[src/gdds_pkg.sv]
// gdds_pkg: shared types, constants and calendar helpers of the date day stepper
// used by gdds_step_unit and gregorian_date_day_stepper_unit
`default_nettype none

package gdds_pkg;

  localparam int unsigned DAY_W   = 5;
  localparam int unsigned MONTH_W = 4;
  localparam int unsigned YEAR_W  = 14;
  localparam int unsigned CNT_W   = 16;
  localparam int unsigned REM_W   = 7;   // year mod 100
  localparam int unsigned CENT_W  = 2;   // (year / 100) mod 4
  localparam int unsigned QUOT_W  = 8;   // year / 100

  localparam int unsigned COUNT_BITS = 16;

  localparam logic [YEAR_W-1:0]  FLOOR_YEAR = YEAR_W'(1900);
  localparam logic [YEAR_W-1:0]  MAX_YEAR   = YEAR_W'(9999);
  localparam logic [REM_W-1:0]   FLOOR_REM  = REM_W'(0);    // 1900 mod 100
  localparam logic [CENT_W-1:0]  FLOOR_CENT = CENT_W'(3);   // 19 mod 4
  localparam logic [REM_W-1:0]   REM_LAST   = REM_W'(99);

  localparam logic [DAY_W-1:0]   DAY_FIRST   = DAY_W'(1);
  localparam logic [DAY_W-1:0]   DAY_MAX     = DAY_W'(31);
  localparam logic [MONTH_W-1:0] MONTH_FIRST = MONTH_W'(1);
  localparam logic [MONTH_W-1:0] MONTH_LAST  = MONTH_W'(12);
  localparam logic [MONTH_W-1:0] MONTH_FEB   = MONTH_W'(2);
  localparam logic [MONTH_W-1:0] MONTH_APR   = MONTH_W'(4);
  localparam logic [MONTH_W-1:0] MONTH_JUN   = MONTH_W'(6);
  localparam logic [MONTH_W-1:0] MONTH_SEP   = MONTH_W'(9);
  localparam logic [MONTH_W-1:0] MONTH_NOV   = MONTH_W'(11);

  // year / 100 as (year * 5243) >> 19, exact for every 14-bit year
  localparam int unsigned      RECIP_W     = 13;
  localparam logic [RECIP_W-1:0] RECIP_100 = RECIP_W'(5243);
  localparam int unsigned      RECIP_SHIFT = 19;
  localparam int unsigned      PROD_W      = YEAR_W + RECIP_W;
  localparam logic [QUOT_W-1:0] CENTURY    = QUOT_W'(100);

  typedef enum logic [1:0] {
    REQ_SET  = 2'd0,
    REQ_ADD  = 2'd1,
    REQ_SUB  = 2'd2,
    REQ_NONE = 2'd3
  } gdds_req_e;

  typedef enum logic [2:0] {
    ST_IDLE,
    ST_DIV,
    ST_CHECK,
    ST_STEP,
    ST_RESP
  } gdds_state_e;

  typedef struct packed {
    gdds_req_e            req_type;
    logic [DAY_W-1:0]     new_day;
    logic [MONTH_W-1:0]   new_month;
    logic [YEAR_W-1:0]    new_year;
    logic [CNT_W-1:0]     day_count;
  } gdds_req_t;

  typedef struct packed {
    logic [DAY_W-1:0]     day;
    logic [MONTH_W-1:0]   month;
    logic [YEAR_W-1:0]    year;
    logic                 accepted;
    logic                 at_limit;
  } gdds_rsp_t;

  // current date plus the year split that drives the leap rule
  typedef struct packed {
    logic [DAY_W-1:0]     day;
    logic [MONTH_W-1:0]   month;
    logic [YEAR_W-1:0]    year;
    logic [REM_W-1:0]     yrem;
    logic [CENT_W-1:0]    cent;
  } gdds_date_t;

  // 4/100/400 rule from year mod 4, year mod 100 and century mod 4
  function automatic logic is_leap(input logic [1:0]        lo2,
                                   input logic [REM_W-1:0]  yrem,
                                   input logic [CENT_W-1:0] cent);
    logic rem_zero;
    rem_zero = (yrem == '0);
    return ((lo2 == 2'd0) && !rem_zero) || (rem_zero && (cent == '0));
  endfunction

  function automatic logic [DAY_W-1:0] month_len(input logic [MONTH_W-1:0] month,
                                                 input logic               leap);
    logic [DAY_W-1:0] len;
    case (month)
      MONTH_FEB: len = leap ? DAY_W'(29) : DAY_W'(28);
      MONTH_APR, MONTH_JUN, MONTH_SEP, MONTH_NOV: len = DAY_W'(30);
      default: len = DAY_W'(31);
    endcase
    return len;
  endfunction

endpackage

`default_nettype wire

[src/gdds_step_unit.sv]
// gdds_step_unit: one-day forward or backward step of a calendar date
// depends on gdds_pkg for the date type and month length helpers
`default_nettype none

module gdds_step_unit (
  input  gdds_pkg::gdds_date_t date_i,
  input  logic                 back_i,
  output gdds_pkg::gdds_date_t date_o,
  output logic                 blocked_o
);
  import gdds_pkg::*;

  logic             leap;
  logic [DAY_W-1:0] len_cur;
  logic [DAY_W-1:0] len_prev;

  assign leap     = is_leap(date_i.year[1:0], date_i.yrem, date_i.cent);
  assign len_cur  = month_len(date_i.month, leap);
  assign len_prev = month_len(date_i.month - MONTH_W'(1), leap);

  always_comb begin
    date_o    = date_i;
    blocked_o = 1'b0;
    if (!back_i) begin
      if (date_i.day < len_cur) begin
        date_o.day = date_i.day + DAY_W'(1);
      end else if (date_i.month < MONTH_LAST) begin
        date_o.day   = DAY_FIRST;
        date_o.month = date_i.month + MONTH_W'(1);
      end else if (date_i.year < MAX_YEAR) begin
        date_o.day   = DAY_FIRST;
        date_o.month = MONTH_FIRST;
        date_o.year  = date_i.year + YEAR_W'(1);
        if (date_i.yrem == REM_LAST) begin
          date_o.yrem = '0;
          date_o.cent = date_i.cent + CENT_W'(1);
        end else begin
          date_o.yrem = date_i.yrem + REM_W'(1);
        end
      end else begin
        blocked_o = 1'b1;
      end
    end else begin
      if (date_i.day > DAY_FIRST) begin
        date_o.day = date_i.day - DAY_W'(1);
      end else if (date_i.month > MONTH_FIRST) begin
        date_o.month = date_i.month - MONTH_W'(1);
        date_o.day   = len_prev;
      end else if (date_i.year > FLOOR_YEAR) begin
        date_o.day   = DAY_MAX;
        date_o.month = MONTH_LAST;
        date_o.year  = date_i.year - YEAR_W'(1);
        if (date_i.yrem == '0) begin
          date_o.yrem = REM_LAST;
          date_o.cent = date_i.cent - CENT_W'(1);
        end else begin
          date_o.yrem = date_i.yrem - REM_W'(1);
        end
      end else begin
        blocked_o = 1'b1;
      end
    end
  end

endmodule

`default_nettype wire

[src/gregorian_date_day_stepper_unit.sv]
// gregorian_date_day_stepper_unit: top level of the date day stepper
// depends on gdds_pkg and gdds_step_unit
`default_nettype none

// The unit holds one calendar date, 1 Jan 1900 after reset, and serves one
// request at a time. A request transfer happens on a clock edge with start high
// and busy low; busy then stays high until the response has been shown. Every
// request ends in exactly one response: done_o high for a single cycle with the
// date after the request in rsp_o. The receiver cannot stall, so sample rsp_o
// in that cycle. Steps after the accepting edge: a set request splits the year
// by 100 with a reciprocal multiply, then checks the date and commits it, then
// responds; an add or subtract request steps the date by one day per cycle
// with the shared day step unit until day_count days are done or the date hits
// the floor or ceiling, then responds; the unused request code goes straight
// to the response. A new request can be given the
// cycle after done_o. The year is carried with its remainder mod 100 and its
// century mod 4 so the leap rule needs no division while stepping.
module gregorian_date_day_stepper_unit (
  input  logic                clk_i,
  input  logic                rst_ni,
  input  logic                start,
  output logic                busy,
  input  gdds_pkg::gdds_req_t req_i,
  output logic                done_o,
  output gdds_pkg::gdds_rsp_t rsp_o
);
  import gdds_pkg::*;

  // sequencer
  gdds_state_e state_q, state_d;

  // held date and the request in flight
  gdds_date_t          date_q, date_d;
  logic [CNT_W-1:0]    cnt_q, cnt_d;     // days left to step
  logic                back_q, back_d;   // step direction
  logic [DAY_W-1:0]    nday_q, nday_d;
  logic [MONTH_W-1:0]  nmon_q, nmon_d;
  logic [YEAR_W-1:0]   nyear_q, nyear_d;
  logic [QUOT_W-1:0]   quot_q, quot_d;   // new year / 100
  logic                acc_q, acc_d;
  logic                lim_q, lim_d;

  // shared day step unit
  gdds_date_t step_date;
  logic       step_blocked;

  gdds_step_unit u_step (
    .date_i    (date_q),
    .back_i    (back_q),
    .date_o    (step_date),
    .blocked_o (step_blocked)
  );

  // set path: year split and date check
  logic [PROD_W-1:0] prod;
  logic [YEAR_W-1:0] cent_sub;
  logic [REM_W-1:0]  new_rem;
  logic              new_leap;
  logic              new_valid;

  assign prod     = nyear_d * RECIP_100;
  assign cent_sub = YEAR_W'(quot_q) * YEAR_W'(CENTURY);
  assign new_rem  = REM_W'(nyear_q - cent_sub);
  assign new_leap = is_leap(nyear_q[1:0], new_rem, quot_q[CENT_W-1:0]);
  assign new_valid = (nday_q >= DAY_FIRST) && (nday_q <= DAY_MAX)
                  && (nmon_q >= MONTH_FIRST) && (nmon_q <= MONTH_LAST)
                  && (nyear_q >= FLOOR_YEAR) && (nyear_q <= MAX_YEAR)
                  && (nday_q <= month_len(nmon_q, new_leap));

  always_ff @(posedge clk_i or negedge rst_ni) begin
    if (!rst_ni) begin
      state_q <= ST_IDLE;
      date_q  <= '{day: DAY_FIRST, month: MONTH_FIRST, year: FLOOR_YEAR,
                   yrem: FLOOR_REM, cent: FLOOR_CENT};
      cnt_q   <= '0;
      back_q  <= 1'b0;
      acc_q   <= 1'b0;
      lim_q   <= 1'b0;
    end else begin
      state_q <= state_d;
      date_q  <= date_d;
      cnt_q   <= cnt_d;
      back_q  <= back_d;
      acc_q   <= acc_d;
      lim_q   <= lim_d;
    end
  end

  // request payload, no reset needed
  always_ff @(posedge clk_i) begin
    nday_q  <= nday_d;
    nmon_q  <= nmon_d;
    nyear_q <= nyear_d;
    quot_q  <= quot_d;
  end

  always_comb begin
    state_d = state_q;
    date_d  = date_q;
    cnt_d   = cnt_q;
    back_d  = back_q;
    nday_d  = nday_q;
    nmon_d  = nmon_q;
    nyear_d = nyear_q;
    quot_d  = quot_q;
    acc_d   = acc_q;
    lim_d   = lim_q;
    busy    = 1'b1;
    done_o  = 1'b0;

    case (state_q)
      ST_IDLE: begin
        busy = 1'b0;
        if (start) begin
          acc_d  = 1'b0;
          lim_d  = 1'b0;
          nday_d = req_i.new_day;
          nmon_d = req_i.new_month;
          nyear_d = req_i.new_year;
          cnt_d  = CNT_W'(req_i.day_count[COUNT_BITS-1:0]);
          back_d = (req_i.req_type == REQ_SUB);
          case (req_i.req_type)
            REQ_SET:          state_d = ST_DIV;
            REQ_ADD, REQ_SUB: state_d = ST_STEP;
            default:          state_d = ST_RESP;
          endcase
        end
      end
      ST_DIV: begin
        // reciprocal multiply gives year / 100
        quot_d  = prod[RECIP_SHIFT +: QUOT_W];
        state_d = ST_CHECK;
      end
      ST_CHECK: begin
        if (new_valid) begin
          date_d = '{day: nday_q, month: nmon_q, year: nyear_q,
                     yrem: new_rem, cent: quot_q[CENT_W-1:0]};
          acc_d  = 1'b1;
        end
        state_d = ST_RESP;
      end
      ST_STEP: begin
        if (cnt_q == '0) begin
          state_d = ST_RESP;
        end else if (step_blocked) begin
          // days remain but the date sits at the floor or ceiling
          lim_d   = 1'b1;
          state_d = ST_RESP;
        end else begin
          date_d = step_date;
          cnt_d  = cnt_q - CNT_W'(1);
        end
      end
      ST_RESP: begin
        done_o  = 1'b1;
        state_d = ST_IDLE;
      end
      default: begin
        state_d = ST_IDLE;
      end
    endcase
  end

  assign rsp_o = '{day: date_q.day, month: date_q.month, year: date_q.year,
                   accepted: acc_q, at_limit: lim_q};

`ifndef SYNTHESIS
  // response strobe is a single-cycle pulse
  a_done_pulse: assert property (@(posedge clk_i) disable iff (!rst_ni)
    done_o |=> !done_o)
    else $error("response strobe held longer than one cycle");

  // an accepted request keeps the unit busy in the next cycle
  a_start_busy: assert property (@(posedge clk_i) disable iff (!rst_ni)
    (start && !busy) |=> busy)
    else $error("request transfer did not raise busy");

  // held date never leaves the supported range
  a_date_range: assert property (@(posedge clk_i) disable iff (!rst_ni)
    (date_q.day >= DAY_FIRST) && (date_q.month >= MONTH_FIRST)
    && (date_q.month <= MONTH_LAST) && (date_q.year >= FLOOR_YEAR)
    && (date_q.year <= MAX_YEAR))
    else $error("held date out of range");

  // year remainder stays within 0 to 99
  a_yrem_range: assert property (@(posedge clk_i) disable iff (!rst_ni)
    date_q.yrem <= REM_LAST)
    else $error("year remainder out of range");

  // a taken set and a limit hit never share one response
  a_acc_lim: assert property (@(posedge clk_i) disable iff (!rst_ni)
    done_o |-> !(rsp_o.accepted && rsp_o.at_limit))
    else $error("response flags both set");
`endif

endmodule

`default_nettype wire
[config.mk]
export PLATFORM = sky130hd
export DESIGN_NAME = gregorian_date_day_stepper_unit
export DESIGN_NICKNAME = d
export VERILOG_FILES = /design/src/gdds_pkg.sv /design/src/gdds_step_unit.sv /design/src/gregorian_date_day_stepper_unit.sv
export SDC_FILE = /design/constraint.sdc
export NUM_CORES = 1
export LEC_CHECK = 0
export BUFFER_PORTS_ARGS = -buffer_cell sky130_fd_sc_hd__buf_2
export CORE_ASPECT_RATIO = 0.7
export CORE_UTILIZATION = 35
export CTS_CLUSTER_DIAMETER = 50
export DETAILED_ROUTE_END_ITERATION = 6
export HOLD_SLACK_MARGIN = 0.06
export PLACE_DENSITY = 0.58
export SETUP_SLACK_MARGIN = 0.4
export SLEW_MARGIN = 0
export SYNTH_ARGS = -nofsm -noshare
export SYNTH_HDL_FRONTEND = slang
export SYNTH_SLANG_ARGS = --single-unit
[constraint.sdc]
create_clock -name clk_i -period 5.75 [get_ports clk_i]
set_input_delay 0.575 -clock clk_i [delete_from_list [all_inputs] [get_ports clk_i]]
set_output_delay 0.575 -clock clk_i [all_outputs]
set_load 0.005 [all_outputs]
==> impl_metrics.csv <==
group,metric,value,unit
run_status,status,"finished, violations left",
run_status,violations,"DRC",
timing,tns,0,ns
routing,wl_met1,12800,um
yosys,synth-seq-cells,82,
yosys,synth.area.top_cells,"ha_1 17%, fa_1 12%, dfrtp_1 12%",
place,portBuffers,70,
worst_setup_path,crit_start,"state_q[1]",
place,hpwlAfterDp,18400,um
clocking,holdBufCountCts,0,
worst_setup_path,critPathKind,"register to register",
timing,fmax,182,MHz
routing,drtIter0Drc,539,
routing,avgRoutedWirePerCell,16.6,um
place,dp.cells,1401,
routing,met2_wirelength,9770,um
yosys,syn-mean-instance-area,8.82,um^2
worst_setup_path,timing.rr.start,"state_q[1]",
timing,hold_viol,0,
routing,firstDrtPassIters,7,
routing,drc,3,
routing,met3_length,1210,um
yosys,synth_edf_count,14,
clocking,clk_latency,0.34,ns
yosys,synth-main-ff-cell,"dfrtp_1",
grt,overflow,0,
timing,rsz0062_at_grt,"yes",
routing,vias_per_cell,5.13,
hold_path,holdCritPathClass,"input port to asynchronous set/reset pin",
yosys,synth_top_area_share,16.6,%
worst_setup_path,cp_slowest_cell,"fa_1",
routing,dr_total_vias,7374,
place,gp_congestion,0.906,
clocking,root_buffer,"clkbuf_16",
final_layout,drive_above_1_share,21.8,%
clocking,clk_pin_slew,0.07,ns
yosys,yosys_warnings,0,
place,placed_area,0.00981,mm^2
routing,wl,23800,um
grt,grt_max_degree,55,
yosys,synthCells,1017,
clocking,h-tree-depth,3,
worst_setup_path,cp_max_fo,6,
final_layout,fin_util,42.5,%
timing,finClkSkew,0.00539,ns
floorplanning,die_w,193,um
timing,slew_headroom,27.8,%
yosys,async_reset_ff_share,65.9,%
worst_setup_path,crit_path_frequent_cell,"inv_2",
final_layout,fillers,2479,
clocking,cts_tree,"yes",
floorplanning,core_area,0.0249,mm^2
floorplanning,fp.dieArea,0.0263,mm^2
worst_setup_path,endpoint,"quot_q[4]",
clocking,cts_sinks,82,
final_layout,finalNetCount,1325,
grt,grt_pass1_vias,6843,
worst_setup_path,arrival,5.58,ns
worst_setup_path,slowest_delay,0.52,ns
grt,grt_first_pass_wirelength,38200,um
worst_setup_path,cp.required,5.84,ns
final_layout,stdcell_area,0.0106,mm^2
grt,antenna_found_initial,0,
floorplanning,fp.dieH,136,um
floorplanning,start_util,36.0,%
worst_setup_path,cp-start-kind,"register",
final_layout,fin_cells,1438,
routing,top_layer,"met4",
clocking,cts_max_path_buffers,2,
floorplanning,placementRows,48,
grt,grt_usage,18.6,%
worst_setup_path,r2r_end,"quot_q[4]",
worst_setup_path,crit_chain,"nor2_2, nand3_2, clkinv_4, buf_6, mux2i_4, inv_2, ha_2, o21bai_1, ha_1, inv_1, fa_1, inv_2, fa_1, inv_2, fa_1, inv_2, ha_4, a21o_1, a211oi_2, nand2b_1, o31a_1, a2111o_1, a31oi_1, xnor2_1",
worst_setup_path,r2r_cells,24,
timing,slew_violations,0,
yosys,synth_fp_nets,1234,
timing,setup_viol,0,
yosys,yosysTopAreaCell,"ha_1",
timing,tightest_slew,1.08,ns
timing,period_minus_slack,5.48,ns
floorplanning,ios,71,
final_layout,num_antenna_cells,0,
final_layout,area_growth,18.1,%
worst_setup_path,end_kind,"register",
yosys,synth_cell_type_count,84,
yosys,syn-cell-area,0.00897,mm^2
worst_setup_path,r2r_slack,0.27,ns
timing,fin_crit_sh,95.4,%
clocking,cts_buffers,9,
yosys,yosysSeqAreaShare,23.0,%
job,cap_violations,0,
routing,ant_nets,0,
-- layout by cell type (no fill, tap or decap), types with 7 or more instances in the layout --
cell type and n:
nand2b_1 12, nor2b_1 9, inv_2 10, buf_6 10, and3_1 8, o31ai_1 9
nand2_1 70, o211ai_1 8, a21o_1 10, clkbuf_16 9, dfrtp_1 43, nand3_1 14
o22ai_1 10, buf_2 71, mux2i_1 7, dfstp_2 11, ha_4 9, edfxtp_1 14
a31oi_1 13, inv_1 127, xnor2_1 21, fa_1 54, nor2_1 60, ha_1 104
o21ai_0 59, buf_4 55, xor2_1 22, a21oi_1 62, dfxtp_1 14, nor3_1 26
or2_2 7
-- stage by stage --
step | setup WS (ns) | hold slack [ns]
3_3_place_gp | -0.0371 | 0.476
6_report | 0.267 | 0.376
2_1_floorplan | 0.257 | 0.279
5_1_grt | 0.0132 | 0.388
4_1_cts | 0.135 | 0.391
3_5_place_dp | -0.136 | 0.486
-- flip-flops by register name, indices dropped and copies added, names as in the netlist --
| name | flops |
|---|---|
| acc_q | 1 |
| back_q | 1 |
| cnt_q | 16 |
| date_q | 9 |
| lim_q | 1 |
| nday_q | 5 |
| nmon_q | 4 |
| nyear_q | 14 |
| quot_q | 5 |
| rsp_o | 23 |
| state_q | 3 |
-- cell usage after synthesis, drive strengths merged, types with 5 or more instances --
master,number
edfxtp,14
a211oi,7
nor2b,9
nor3,28
buf,42
or2,8
fa,54
nand2,72
o21bai,9
o21ai,60
a22o,5
xor2,27
and2,7
ha,119
dfstp,11
dfxtp,14
nor2,61
a31oi,13
o31ai,9
xnor2,24
mux2i,12
nand3,15
nand4,6
inv,138
nor3b,5
a21o,10
dfrtp,43
a211o,7
o22ai,10
nand2b,12
a21oi,66
o211ai,8
clkbuf,17
o21a,5
and3,8
-- metal layers --
layer | up-vias | GRT usage (%)
met3 | 10 | 3.67
met4 | 0 | 2.62
li1 | 3679 | -
met5 | - | 0
met1 | 3519 | 29.5
met2 | 166 | 25.9
-- kinds of logic after synthesis --
logic type                 Yosys count  share of synthesized area, %
and+or+nand+nor                    252                          14.0
AOI/OAI and AO/OA                  246                          17.8
buffers and inverters              197                          9.63
adders and majority gates          173                          28.7
DFF                                 82                          23.0
xor gates and xnor gates            51                          4.98
muxes                               16                          1.88
-- worst min-delay path by stage --
| stage | from | endpoint | slack [ns] | cells past startpoint |
|---|---|---|---|---|
| 2_1_floorplan | rst_ni | acc_q | 0.28 | 0 |
| 3_3_place_gp | acc_q | acc_q | 0.48 | 2 |
| 3_5_place_dp | acc_q | acc_q | 0.49 | 2 |
| 4_1_cts | req_i[37] | nday_q[3] | 0.39 | 1 |
| 5_1_grt | req_i[35] | nday_q[1] | 0.39 | 1 |
| 6_report | rst_ni | rsp_o[6] | 0.38 | 2 |
-- worst max-delay path: cells and delay by family (launching register included) --
kind	cells	cell delay, ns
xor+xnor	1	0.08
fa+ha+maj	6	2.18
flops	1	0.39
buf+inv	7	0.52
mux	1	0.30
simple gates	3	0.33
compound gates	6	1.44
-- repair_timing --
item | 4_1_cts | 5_1_grt
endpoints found under the setup margin | 5 | 5
gates cloned | 0 | 1
setup buffers | 16 | 4
pin swaps | 44 | 12
gates resized for setup | 42 | 15
endpoints found under the hold margin | 0 | 0
-- layout make-up --
type / count / area, um^2 / share of cell area [%]
sequential: 82 / 2070 / 19.5
clock buffer: 9 / 225 / 2.13
inverter: 138 / 523 / 4.94
tap: 325 / 407 / 3.84
clock inverter: 7 / 78.8 / 0.744
timing repair buffer: 139 / 936 / 8.83
multi-input combinational: 738 / 6360 / 60.0
Power is left out: the tool's default activity adds up to more than one toggle a clock period on the data nets, which glitch-free logic cannot reach.
